### src/hdl/dns_pkg.sv
`timescale 1ns / 1ps
// ----------------------------------------------------------------------------
// dns_pkg
// Shared types and constants of the directional nearest select block.
// ----------------------------------------------------------------------------
package dns_pkg;

   localparam int QUEUE_DEPTH = 4;
   localparam int QUEUE_PTR_W = 2;
   localparam int QUEUE_CNT_W = 3;

   localparam int COORD_W = 18;
   localparam int DIFF_W  = 19;
   localparam int MAG_W   = 17;
   localparam int SCORE_W = 20;
   localparam int INDEX_W = 8;

   localparam logic [SCORE_W-1:0] SCORE_ALL_ONES = '1;
   localparam logic [COORD_W-1:0] CORNER_NEAR    = '1;
   localparam logic [COORD_W-1:0] CORNER_FAR     = 18'h07FFF;

   localparam logic [1:0] DIR_ZERO = 2'b00;
   localparam logic [1:0] DIR_POS  = 2'b01;
   localparam logic [1:0] DIR_NEG  = 2'b11;

   localparam logic OP_START = 1'b0;
   localparam logic OP_CAND  = 1'b1;

   typedef struct packed {
      logic               is_start;
      logic [1:0]         dir_x;
      logic [1:0]         dir_y;
      logic               has_current;
      logic               empty_list;
      logic [COORD_W-1:0] point_x;
      logic [COORD_W-1:0] point_y;
      logic [INDEX_W-1:0] index;
      logic               eligible;
      logic               last;
   } entry_type;

   typedef struct packed {
      logic full;
      logic empty;
   } queue_status_type;

endpackage

### src/hdl/dns_front.sv
`timescale 1ns / 1ps
// ----------------------------------------------------------------------------
// dns_front
// Accepts items, computes the centre or corner point and pre-filters
// candidates before they enter the queue.
// ----------------------------------------------------------------------------
module dns_front #(
   parameter int MAX_ENTRIES = 256
) (
   input  logic                      req_valid,
   output logic                      req_stall,
   input  logic                      req_op,
   input  logic [1:0]                req_dir_x,
   input  logic [1:0]                req_dir_y,
   input  logic                      req_has_current,
   input  logic                      req_empty_list,
   input  logic [15:0]               req_rect_x,
   input  logic [15:0]               req_rect_y,
   input  logic [15:0]               req_rect_w,
   input  logic [15:0]               req_rect_h,
   input  logic [7:0]                req_entry_index,
   input  logic                      req_focusable,
   input  logic                      req_last,
   input  dns_pkg::queue_status_type q_status,
   output logic                      push,
   output dns_pkg::entry_type        entry
);

   localparam logic [8:0] MAX_LIMIT = 9'(MAX_ENTRIES);

   logic [dns_pkg::COORD_W-1:0] cen_x;
   logic [dns_pkg::COORD_W-1:0] cen_y;
   logic [dns_pkg::COORD_W-1:0] corner_x;
   logic [dns_pkg::COORD_W-1:0] corner_y;
   logic                        use_centre;

   assign cen_x = {{2{req_rect_x[15]}}, req_rect_x} + {3'b000, req_rect_w[15:1]};
   assign cen_y = {{2{req_rect_y[15]}}, req_rect_y} + {3'b000, req_rect_h[15:1]};

   // A negative direction starts from the far corner, anything else from -1.
   assign corner_x = req_dir_x[1] ? dns_pkg::CORNER_FAR : dns_pkg::CORNER_NEAR;
   assign corner_y = req_dir_y[1] ? dns_pkg::CORNER_FAR : dns_pkg::CORNER_NEAR;

   assign use_centre = (req_op == dns_pkg::OP_CAND) || req_has_current;

   assign req_stall = q_status.full;
   assign push      = req_valid && !q_status.full;

   always_comb begin
      entry.is_start    = (req_op == dns_pkg::OP_START);
      entry.dir_x       = req_dir_x;
      entry.dir_y       = req_dir_y;
      entry.has_current = req_has_current;
      entry.empty_list  = req_empty_list;
      entry.point_x     = use_centre ? cen_x : corner_x;
      entry.point_y     = use_centre ? cen_y : corner_y;
      entry.index       = req_entry_index;
      entry.eligible    = req_focusable && ({1'b0, req_entry_index} < MAX_LIMIT);
      entry.last        = req_last;
   end

endmodule

### src/hdl/dns_queue.sv
`timescale 1ns / 1ps
// ----------------------------------------------------------------------------
// dns_queue
// Short first-in first-out queue between the front and the back part.
// ----------------------------------------------------------------------------
module dns_queue (
   input  logic                      clock,
   input  logic                      reset,
   input  logic                      push,
   input  dns_pkg::entry_type        entry,
   input  logic                      pop,
   output dns_pkg::entry_type        head,
   output dns_pkg::queue_status_type status
);

   dns_pkg::entry_type                mem [dns_pkg::QUEUE_DEPTH];
   logic [dns_pkg::QUEUE_PTR_W-1:0]   wr_ptr_ff;
   logic [dns_pkg::QUEUE_PTR_W-1:0]   wr_ptr_in;
   logic [dns_pkg::QUEUE_PTR_W-1:0]   rd_ptr_ff;
   logic [dns_pkg::QUEUE_PTR_W-1:0]   rd_ptr_in;
   logic [dns_pkg::QUEUE_CNT_W-1:0]   count_ff;
   logic [dns_pkg::QUEUE_CNT_W-1:0]   count_in;

   assign status.full  = (count_ff == dns_pkg::QUEUE_CNT_W'(dns_pkg::QUEUE_DEPTH));
   assign status.empty = (count_ff == '0);
   assign head         = mem[rd_ptr_ff];

   always_comb begin
      wr_ptr_in = push ? wr_ptr_ff + 1'b1 : wr_ptr_ff;
      rd_ptr_in = pop ? rd_ptr_ff + 1'b1 : rd_ptr_ff;
      count_in  = count_ff;
      if (push && !pop) begin
         count_in = count_ff + 1'b1;
      end else if (pop && !push) begin
         count_in = count_ff - 1'b1;
      end
   end

   always_ff @(posedge clock) begin
      if (push) begin
         mem[wr_ptr_ff] <= entry;
      end
   end

   always_ff @(posedge clock) begin
      if (reset) begin
         wr_ptr_ff <= '0;
         rd_ptr_ff <= '0;
         count_ff  <= '0;
      end else begin
         wr_ptr_ff <= wr_ptr_in;
         rd_ptr_ff <= rd_ptr_in;
         count_ff  <= count_in;
      end
   end

   a_count_bound: assert property (@(posedge clock) disable iff (reset)
      count_ff <= dns_pkg::QUEUE_CNT_W'(dns_pkg::QUEUE_DEPTH))
      else $error("queue count exceeds depth");

   a_no_overrun: assert property (@(posedge clock) disable iff (reset)
      push |-> !status.full)
      else $error("push into a full queue");

   a_no_underrun: assert property (@(posedge clock) disable iff (reset)
      pop |-> !status.empty)
      else $error("pop from an empty queue");

endmodule

### src/hdl/dns_back.sv
`timescale 1ns / 1ps
// ----------------------------------------------------------------------------
// dns_back
// Holds the query, filters and measures each candidate in one stage, then
// scores it against the running best and issues the answer.
// ----------------------------------------------------------------------------
module dns_back (
   input  logic                      clock,
   input  logic                      reset,
   input  dns_pkg::queue_status_type q_status,
   input  dns_pkg::entry_type        head,
   output logic                      pop,
   output logic                      rsp_valid,
   input  logic                      rsp_stall,
   output logic                      rsp_found,
   output logic [7:0]                rsp_best_index
);

   logic                          en;
   logic                          take;

   logic [1:0]                    dir_h_ff, dir_h_in;
   logic [1:0]                    dir_v_ff, dir_v_in;
   logic [dns_pkg::COORD_W-1:0]   origin_x_ff, origin_x_in;
   logic [dns_pkg::COORD_W-1:0]   origin_y_ff, origin_y_in;
   logic                          have_origin_ff, have_origin_in;
   logic [dns_pkg::INDEX_W-1:0]   origin_index_ff, origin_index_in;

   logic [dns_pkg::DIFF_W-1:0]    diff_x, diff_y, neg_x, neg_y;
   logic [dns_pkg::MAG_W-1:0]     mag_x, mag_y;
   logic                          keep;

   logic                          s1_valid_ff, s1_valid_in;
   logic                          s1_is_start_ff;
   logic                          s1_empty_list_ff;
   logic                          s1_last_ff;
   logic                          s1_keep_ff;
   logic [dns_pkg::MAG_W-1:0]     s1_primary_ff;
   logic [dns_pkg::MAG_W-1:0]     s1_cross_ff;
   logic [dns_pkg::INDEX_W-1:0]   s1_index_ff;

   logic                          fire;
   logic [dns_pkg::SCORE_W-1:0]   score;
   logic                          better;
   logic                          next_valid;
   logic [dns_pkg::INDEX_W-1:0]   next_index;

   logic [dns_pkg::SCORE_W-1:0]   lowest_ff, lowest_in;
   logic [dns_pkg::INDEX_W-1:0]   winner_index_ff, winner_index_in;
   logic                          winner_valid_ff, winner_valid_in;

   logic                          rsp_valid_ff, rsp_valid_in;
   logic                          rsp_found_ff, rsp_found_in;
   logic [dns_pkg::INDEX_W-1:0]   rsp_index_ff, rsp_index_in;

   assign en   = !rsp_valid_ff || !rsp_stall;
   assign take = en && !q_status.empty;
   assign pop  = take;

   // Filter stage: offsets from the origin, their magnitudes and the drop rules.
   assign diff_x = {head.point_x[dns_pkg::COORD_W-1], head.point_x}
                 - {origin_x_ff[dns_pkg::COORD_W-1], origin_x_ff};
   assign diff_y = {head.point_y[dns_pkg::COORD_W-1], head.point_y}
                 - {origin_y_ff[dns_pkg::COORD_W-1], origin_y_ff};
   assign neg_x  = {origin_x_ff[dns_pkg::COORD_W-1], origin_x_ff}
                 - {head.point_x[dns_pkg::COORD_W-1], head.point_x};
   assign neg_y  = {origin_y_ff[dns_pkg::COORD_W-1], origin_y_ff}
                 - {head.point_y[dns_pkg::COORD_W-1], head.point_y};
   assign mag_x  = diff_x[dns_pkg::DIFF_W-1] ? neg_x[dns_pkg::MAG_W-1:0]
                                             : diff_x[dns_pkg::MAG_W-1:0];
   assign mag_y  = diff_y[dns_pkg::DIFF_W-1] ? neg_y[dns_pkg::MAG_W-1:0]
                                             : diff_y[dns_pkg::MAG_W-1:0];

   always_comb begin
      keep = head.eligible;
      if (dir_h_ff == dns_pkg::DIR_ZERO && dir_v_ff == dns_pkg::DIR_ZERO) begin
         keep = 1'b0;
      end
      if (have_origin_ff && head.index == origin_index_ff) begin
         keep = 1'b0;
      end
      if (dir_h_ff == dns_pkg::DIR_POS && (diff_x[dns_pkg::DIFF_W-1] || diff_x == '0)) begin
         keep = 1'b0;
      end
      if (dir_h_ff == dns_pkg::DIR_NEG && !diff_x[dns_pkg::DIFF_W-1]) begin
         keep = 1'b0;
      end
      if (dir_v_ff == dns_pkg::DIR_POS && (diff_y[dns_pkg::DIFF_W-1] || diff_y == '0)) begin
         keep = 1'b0;
      end
      if (dir_v_ff == dns_pkg::DIR_NEG && !diff_y[dns_pkg::DIFF_W-1]) begin
         keep = 1'b0;
      end
   end

   always_comb begin
      dir_h_in        = dir_h_ff;
      dir_v_in        = dir_v_ff;
      origin_x_in     = origin_x_ff;
      origin_y_in     = origin_y_ff;
      have_origin_in  = have_origin_ff;
      origin_index_in = origin_index_ff;
      if (take && head.is_start) begin
         dir_h_in        = head.dir_x;
         dir_v_in        = head.dir_y;
         origin_x_in     = head.point_x;
         origin_y_in     = head.point_y;
         have_origin_in  = head.has_current;
         origin_index_in = head.index;
      end
      s1_valid_in = en ? !q_status.empty : s1_valid_ff;
   end

   always_ff @(posedge clock) begin
      if (reset) begin
         dir_h_ff       <= dns_pkg::DIR_ZERO;
         dir_v_ff       <= dns_pkg::DIR_ZERO;
         have_origin_ff <= 1'b0;
         s1_valid_ff    <= 1'b0;
      end else begin
         dir_h_ff       <= dir_h_in;
         dir_v_ff       <= dir_v_in;
         have_origin_ff <= have_origin_in;
         s1_valid_ff    <= s1_valid_in;
      end
   end

   always_ff @(posedge clock) begin
      origin_x_ff     <= origin_x_in;
      origin_y_ff     <= origin_y_in;
      origin_index_ff <= origin_index_in;
      if (take) begin
         s1_is_start_ff   <= head.is_start;
         s1_empty_list_ff <= head.empty_list;
         s1_last_ff       <= head.last;
         s1_keep_ff       <= keep;
         s1_primary_ff    <= (dir_h_ff != dns_pkg::DIR_ZERO) ? mag_x : mag_y;
         s1_cross_ff      <= (dir_h_ff != dns_pkg::DIR_ZERO) ? mag_y : mag_x;
         s1_index_ff      <= head.index;
      end
   end

   // Select stage: score vs the running best; answer on last item or empty list.
   assign fire   = en && s1_valid_ff;
   assign score  = {3'b000, s1_primary_ff} + {1'b0, s1_cross_ff, 2'b00};
   assign better = s1_keep_ff && (score < lowest_ff);
   assign next_valid = winner_valid_ff || better;
   assign next_index = better ? s1_index_ff : winner_index_ff;

   always_comb begin
      lowest_in       = lowest_ff;
      winner_index_in = winner_index_ff;
      winner_valid_in = winner_valid_ff;
      rsp_valid_in    = en ? 1'b0 : rsp_valid_ff;
      rsp_found_in    = rsp_found_ff;
      rsp_index_in    = rsp_index_ff;
      if (fire) begin
         if (s1_is_start_ff) begin
            lowest_in       = dns_pkg::SCORE_ALL_ONES;
            winner_index_in = '0;
            winner_valid_in = 1'b0;
            if (s1_empty_list_ff) begin
               rsp_valid_in = 1'b1;
               rsp_found_in = 1'b0;
               rsp_index_in = '0;
            end
         end else if (s1_last_ff) begin
            rsp_valid_in    = 1'b1;
            rsp_found_in    = next_valid;
            rsp_index_in    = next_valid ? next_index : '0;
            lowest_in       = dns_pkg::SCORE_ALL_ONES;
            winner_index_in = '0;
            winner_valid_in = 1'b0;
         end else if (better) begin
            lowest_in       = score;
            winner_index_in = s1_index_ff;
            winner_valid_in = 1'b1;
         end
      end
   end

   always_ff @(posedge clock) begin
      if (reset) begin
         lowest_ff       <= dns_pkg::SCORE_ALL_ONES;
         winner_index_ff <= '0;
         winner_valid_ff <= 1'b0;
         rsp_valid_ff    <= 1'b0;
      end else begin
         lowest_ff       <= lowest_in;
         winner_index_ff <= winner_index_in;
         winner_valid_ff <= winner_valid_in;
         rsp_valid_ff    <= rsp_valid_in;
      end
   end

   always_ff @(posedge clock) begin
      rsp_found_ff <= rsp_found_in;
      rsp_index_ff <= rsp_index_in;
   end

   assign rsp_valid      = rsp_valid_ff;
   assign rsp_found      = rsp_found_ff;
   assign rsp_best_index = rsp_index_ff;

   a_best_consistent: assert property (@(posedge clock) disable iff (reset)
      winner_valid_ff == (lowest_ff != dns_pkg::SCORE_ALL_ONES))
      else $error("running best score and winner flag disagree");

   a_not_found_index: assert property (@(posedge clock) disable iff (reset)
      rsp_valid_ff && !rsp_found_ff |-> rsp_index_ff == '0)
      else $error("nonzero index on a not found answer");

   a_result_source: assert property (@(posedge clock) disable iff (reset)
      $rose(rsp_valid_ff) |-> $past(s1_valid_ff))
      else $error("answer issued without an item in the select stage");

endmodule

### src/hdl/directional_nearest_select_top.sv
`timescale 1ns / 1ps
// ----------------------------------------------------------------------------
// directional_nearest_select_top
// Picks the nearest rectangle in a requested direction from a streamed list.
// ----------------------------------------------------------------------------
// The block takes one item per clock cycle, start or candidate, and keeps
// that rate as long as answers are taken. An accepted item enters a
// four-entry queue, passes a filter stage that measures its offset from the
// origin, and then a select stage that compares its score with the running
// best; that compare loop sets the rate of one item per cycle. An answer
// is registered on the result port once the item that causes it has passed
// the queue, the filter stage and the select stage. A stalled answer holds
// the back part, and the queue keeps taking items until it is full.
module directional_nearest_select_top #(
   parameter int MAX_ENTRIES = 256
) (
   input  logic        clock,
   input  logic        reset,
   input  logic        req_valid,
   output logic        req_stall,
   input  logic        req_op,
   input  logic [1:0]  req_dir_x,
   input  logic [1:0]  req_dir_y,
   input  logic        req_has_current,
   input  logic        req_empty_list,
   input  logic [15:0] req_rect_x,
   input  logic [15:0] req_rect_y,
   input  logic [15:0] req_rect_w,
   input  logic [15:0] req_rect_h,
   input  logic [7:0]  req_entry_index,
   input  logic        req_focusable,
   input  logic        req_last,
   output logic        rsp_valid,
   input  logic        rsp_stall,
   output logic        rsp_found,
   output logic [7:0]  rsp_best_index
);

   dns_pkg::queue_status_type q_status;
   dns_pkg::entry_type        q_entry;
   dns_pkg::entry_type        q_head;
   logic                      q_push;
   logic                      q_pop;

   dns_front #(
      .MAX_ENTRIES (MAX_ENTRIES)
   ) u_front (
      .req_valid       (req_valid),
      .req_stall       (req_stall),
      .req_op          (req_op),
      .req_dir_x       (req_dir_x),
      .req_dir_y       (req_dir_y),
      .req_has_current (req_has_current),
      .req_empty_list  (req_empty_list),
      .req_rect_x      (req_rect_x),
      .req_rect_y      (req_rect_y),
      .req_rect_w      (req_rect_w),
      .req_rect_h      (req_rect_h),
      .req_entry_index (req_entry_index),
      .req_focusable   (req_focusable),
      .req_last        (req_last),
      .q_status        (q_status),
      .push            (q_push),
      .entry           (q_entry)
   );

   dns_queue u_queue (
      .clock  (clock),
      .reset  (reset),
      .push   (q_push),
      .entry  (q_entry),
      .pop    (q_pop),
      .head   (q_head),
      .status (q_status)
   );

   dns_back u_back (
      .clock          (clock),
      .reset          (reset),
      .q_status       (q_status),
      .head           (q_head),
      .pop            (q_pop),
      .rsp_valid      (rsp_valid),
      .rsp_stall      (rsp_stall),
      .rsp_found      (rsp_found),
      .rsp_best_index (rsp_best_index)
   );

endmodule
### config.mk
export PLATFORM = sky130hd
export DESIGN_NAME = directional_nearest_select_top
export DESIGN_NICKNAME = d
export VERILOG_FILES = /design/src/hdl/dns_pkg.sv /design/src/hdl/dns_front.sv /design/src/hdl/dns_queue.sv /design/src/hdl/dns_back.sv /design/src/hdl/directional_nearest_select_top.sv
export SDC_FILE = /design/constraint.sdc
export NUM_CORES = 1
export LEC_CHECK = 0
export BUFFER_PORTS_ARGS = -buffer_cell sky130_fd_sc_hd__buf_4
export CAP_MARGIN = 20
export CORE_AREA = 3 3 221 169
export CTS_CLUSTER_DIAMETER = 150
export DETAILED_ROUTE_END_ITERATION = 12
export DIE_AREA = 0 0 224 172
export GPL_TIMING_DRIVEN = 0
export PLACE_DENSITY = 0.79
export SYNTH_ARGS = -nofsm -noshare
export SYNTH_HDL_FRONTEND = slang
export SYNTH_SLANG_ARGS = --single-unit
### constraint.sdc
create_clock -name clock -period 5.7 [get_ports clock]
set_clock_uncertainty 0.05 [all_clocks]
set_input_delay 0 -clock clock [delete_from_list [all_inputs] [get_ports clock]]
set_output_delay 0 -clock clock [all_outputs]
set_load 0.02 [all_outputs]
* Word-level counts from Yosys, hierarchy flattened
Memories as Yosys holds them, arrays and structs flattened. A register that Yosys moved wholly into a read port is not among the register bits.
Index checks and enable logic that the tools add are counted.
** Operators by class
- Add/subtract/negate cells :: 11
- Magnitude comparators :: 1
- Eq/ne operators :: 7
- Multiplexer cells :: 35
- Bitwise operators :: 1
- Reductions and logical operators :: 38
** Operators by type and width (count)
- $mux 18 :: 4
- $mux 17 :: 4
- $mux 20 :: 3
- $mux 8 :: 7
- $logic_not 19->1 :: 2
- $sub 18x18->19 :: 2
- $add 16x16->17 :: 2
- $sub 17x17->17 :: 2
- $add 17x19->20 :: 1
- $lt 20x20->1 :: 1
- $logic_and 1x1->1 :: 13
- $mux 1 :: 13
- $eq 8x8->1 :: 1
- $logic_not 1->1 :: 8
- $mux 3 :: 2
- $reduce_bool 2->1 :: 3
- $reduce_or 6->1 :: 1
- $logic_or 1x1->1 :: 5
- $add 2x1->2 const B :: 2
- $eq 2x1->1 const B :: 2
- $eq 2x2->1 const B :: 2
- $logic_not 2->1 :: 2
- $mux 2 :: 2
- $add 3x1->3 const B :: 1
- 8 further kinds :: 8
** Word-level totals
- Flip-flop bits (word level) :: 142
- RAM bits :: 212
- Input port bits :: 85
- Output and inout bits :: 11
- Logic and storage cells :: 117
- Memories kept :: 1
** Memory list
- u_queue.mem :: words 4, bits a word 53, read ports 1, clocked after Yosys merged registers in 1, wr ports 1, RTL line dns_queue.sv:16 : dns_pkg::entry_type mem [dns_pkg::QUEUE_DEPTH];

* Longest topological paths before layout
- Depth in word-level cells :: 7
- Mapped depth :: 22
- Gate-level depth less buffers :: 19

* Hierarchy
Synthesis repeated with hierarchy kept, for this count alone.
** Unflattened totals
- Cell total of the unflattened synthesis :: 1631
- Area, all modules :: 19951.6 um2
** Modules (own cells, without submodules)
- dns_back :: instances 1, cells each 1036, area each 9925.8 um2, seq. area each 3693.5 um2
- dns_queue :: instances 1, cells each 321, area each 8140.3 um2, seq. area each 6546.3 um2
- dns_front :: instances 1, cells each 274, area each 1885.6 um2, seq. area each 0.0 um2

* Worst setup path before layout
OpenSTA, ideal clock, no wires.
- Path type :: flip-flop to flip-flop
- Start :: register with a tool-made name
- End :: register u_back.s1_cross_ff[13] (netlist name), data pin
- Library setup time :: 0.276 ns
- Arrival :: 4.578 ns
- Data required time :: 5.374 ns
- Setup slack :: 0.796 ns
- Cell stages (with the launch flop) :: 19
- Path buffers :: 5
- Clock period less this slack :: 4.904 ns
- Cells stage by stage :: dfxtp_1 clkbuf_1 buf_2 buf_1 mux4_2 inv_1 ha_1 fa_1 nand2b_1 a21oi_1 o221ai_2 a311o_1 a41o_1 a21oi_1 buf_4 buf_6 mux2i_1 xor2_1 mux2i_1
** RTL lines
- end signal: assignment :: RTL line dns_back.sv:138 : s1_cross_ff <= (dir_h_ff != dns_pkg::DIR_ZERO) ? mag_y : mag_x;
- end: declaration :: RTL line dns_back.sv:39 : logic [dns_pkg::MAG_W-1:0] s1_cross_ff;

==> impl_metrics.tcl <==
set metrics [dict create \
    diodes 0 \
    viasPerCell 5.83 \
    min_period_ns 5.39 \
    ios 96 \
    hold_slack_ns 0.00946 \
    drtPass1Iterations 5 \
    track_usage_pct 22.7 \
    clock_latency_ns 0.53 \
    rows 60 \
    yosys_warnings 0 \
    fillCellCount 2663 \
    antenna_found_initial 0 \
    synth_nets 1782 \
    cp_max_fo 10 \
    htreeDepth 2 \
    multiInputGateArea_um2 8330 \
    cp_data_required_time_ns 5.90 \
    startpoint_type "flip-flop" \
    area_growth_pct 15.2 \
    gp_congestion 0.908 \
    initial_utilization_pct 53.7 \
    overflow 0 \
    final_cell_mix "301 x edfxtp_1, 140 x inv_1, 135 x ha_1" \
    ff2ff_path_depth 15 \
    drive_gt1_share_pct 14.7 \
    syn_inst 1554 \
    synth_cell_types 78 \
    drt-total-wl_um 43600 \
    core_area_um2 35500 \
    min_delay_path_depth 4 \
    grt_pass1_wl_um 69100 \
    drt_iter0_drc 1198 \
    portBuffers 92 \
    drc 0 \
    synth_edf_count 301 \
    tritoncts "built" \
    grt_max_degree 42 \
    nNetsFinal 1959 \
    holdCritPathClass "in -> reg" \
    postCtsSetupRepairBufs 0 \
    hold_violations 0 \
    cp-end-kind "flip-flop" \
    synth_area_per_cell_um2 12.3 \
    drtAntennaViolNets 0 \
    setup_viol 0 \
    synth-async-reset-ratio_pct 0 \
    status "complete, no violations" \
    die-area_um2 38500 \
    max_freq_mhz 186 \
    regArea_um2 9940 \
    syn_area_um2 19100 \
    dieHeight_um 172 \
    vias 12900 \
    dp_hpwl_um 30900 \
    die_w_um 224 \
    synth_seq_area_share_pct 52.1 \
    clockBufferDepth 3 \
    worst_pin_slew_ns 1.05 \
    routedWlPerCell_um 19.7 \
    mostFrequentLayoutCell "edfxtp_1" \
    rsz0062_at_grt "false" \
    numCtsBuffers 35 \
    ys_dominant_reg_cell "edfxtp_1" \
    slew_violations 0 \
    cts_sinks 346 \
    root_buffer "clkbuf_16" \
    post-route-period-util_pct 94.5 \
    crit_type "reg -> reg" \
    ys_seq_elements 346 \
    path_clk_slew_ns 0.06 \
    arrival_ns 5.58 \
    maxCapViolCount 0 \
    grt_pass1_vias 12800 \
    slew_headroom_pct 29.4 \
]
worst max-delay path: stages (launching register included):
cell      delay [ns]
dfxtp_1         0.56
buf_4           0.31
clkbuf_4        0.35
mux4_2          0.60
inv_1           0.08
ha_1            0.22
buf_2           0.18
a21oi_1         0.23
o21ai_0         0.31
a311oi_4        0.54
nor2_1          0.11
o41ai_2         0.52
xor2_1          0.22
nand4_1         0.17
o41ai_1         0.53
nor2_1          0.11
path summary, 6_finish.rpt:
| kind | start | end | slack (ns) |
|---|---|---|---|
| max | flip-flop | u_back.s1_keep_ff$_SDFFCE_PP0P_ | 0.31 |
| min | req_rect_x[3] | u_queue.mem[3][31]$_DFFE_PP_ | 0.009 |
| max reg2reg | flip-flop | u_back.s1_keep_ff$_SDFFCE_PP0P_ | 0.31 |
| min reg2reg | u_back.winner_index_ff[1]$_SDFFE_PP0P_ | u_back.winner_index_ff[1]$_SDFFE_PP0P_ | 0.41 |
layout make-up:
type                            instances  share of cell area [%]
Multi-Input combinational cell       1008                    37.9
Inverter                              141                    2.41
Buffer                                 58                    1.30
Tap cell                              465                    2.65
Sequential cell                       346                    45.3
Timing Repair Buffer                  141                    5.65
Clock buffer                           45                    4.26
Clock inverter                         15                   0.553
sequential cells by signal, summed over array words and instances (netlist names), named ones only:
signal / cells
u_back.s1_primary_ff: 17
u_back.origin_y_ff: 17
u_back.have_origin_ff: 1
u_queue.wr_ptr_ff: 2
u_back.winner_valid_ff: 1
u_back.origin_x_ff: 17
u_queue.mem: 204
u_back.origin_index_ff: 8
u_back.s1_index_ff: 8
u_back.dir_v_ff: 2
u_back.s1_empty_list_ff: 1
u_back.dir_h_ff: 2
u_back.s1_cross_ff: 17
u_back.rsp_found: 1
u_back.winner_index_ff: 8
u_back.rsp_best_index: 8
u_back.lowest_ff: 20
u_back.s1_is_start_ff: 1
u_queue.rd_ptr_ff: 2
u_back.rsp_valid: 1
u_queue.count_ff: 3
u_back.s1_keep_ff: 1
u_back.s1_last_ff: 1
u_back.s1_valid_ff: 1
cell usage after synthesis (10+ instances only):
cell / number / share of area, %
or3_1: 11 / 0.36
a21oi_1: 70 / 1.8
mux2i_1: 61 / 3.2
clkbuf_1: 35 / 0.69
a21o_1: 32 / 1.3
buf_1: 10 / 0.20
edfxtp_1: 301 / 47
inv_1: 141 / 2.8
mux4_2: 51 / 6.0
o22ai_1: 13 / 0.43
and3_1: 17 / 0.56
nand2_1: 77 / 1.5
nor2b_1: 26 / 0.85
xor2_1: 50 / 2.3
o21ai_0: 64 / 1.7
ha_1: 135 / 8.9
dfxtp_1: 45 / 4.7
xnor2_1: 38 / 1.7
nand3_1: 19 / 0.50
nor2_1: 97 / 1.9
o22a_1: 20 / 0.92
nand2b_1: 23 / 0.75
nor3_1: 25 / 0.66
metal layers:
metal	vias to the layer above	GRT usage, %	part of all wire (%)	wire [um]
met3	76	3.14	5.8	2530
met5	-	0	0	0
met2	427	35.8	45	19800
met4	0	6.92	2.4	1070
li1	6114	-	-	-
met1	6321	33.2	46	20300
metrics by stage:
stage          utilization (%)  std cells  cell area [um2]  setup WS [ns]  TNS (ns)
4_1_cts                   61.9       2220            22000         0.0226         0
3_5_place_dp              57.6       2117            20500         -0.455    -10.12
2_1_floorplan                -       1554            19100          0.796         0
3_3_place_gp              57.3       2111            20300         -0.418     -7.50
6_report                  61.9       2219            22000          0.314         0
5_1_grt                   61.9       2219            22000        0.00229         0
cells by family (layout without fill, tap and decap cells):
group / after synthesis / count (layout) / share of synthesized area, %
adder cells (fa/ha/maj): 143 / 143 / 9.70
AND/OR/NAND/NOR: 349 / 349 / 9.11
buffers and inverters: 200 / 400 / 4.18
XOR/XNOR: 88 / 88 / 4.04
AO/OA/AOI/OAI: 307 / 307 / 11.1
flip-flops: 346 / 346 / 52.1
multiplexers: 121 / 121 / 9.76
what timing repair did:
| item | CTS | global route |
|---|---|---|
| resized for setup | 14 | 9 |
| endpoints found under the hold margin | 140 | 0 |
| setup endpoints to repair | 33 | 32 |
| hold buffers | 43 | 0 |
Power is not shown: default switching activity piles up to over one toggle a cycle in this logic, so the estimate is an artifact.
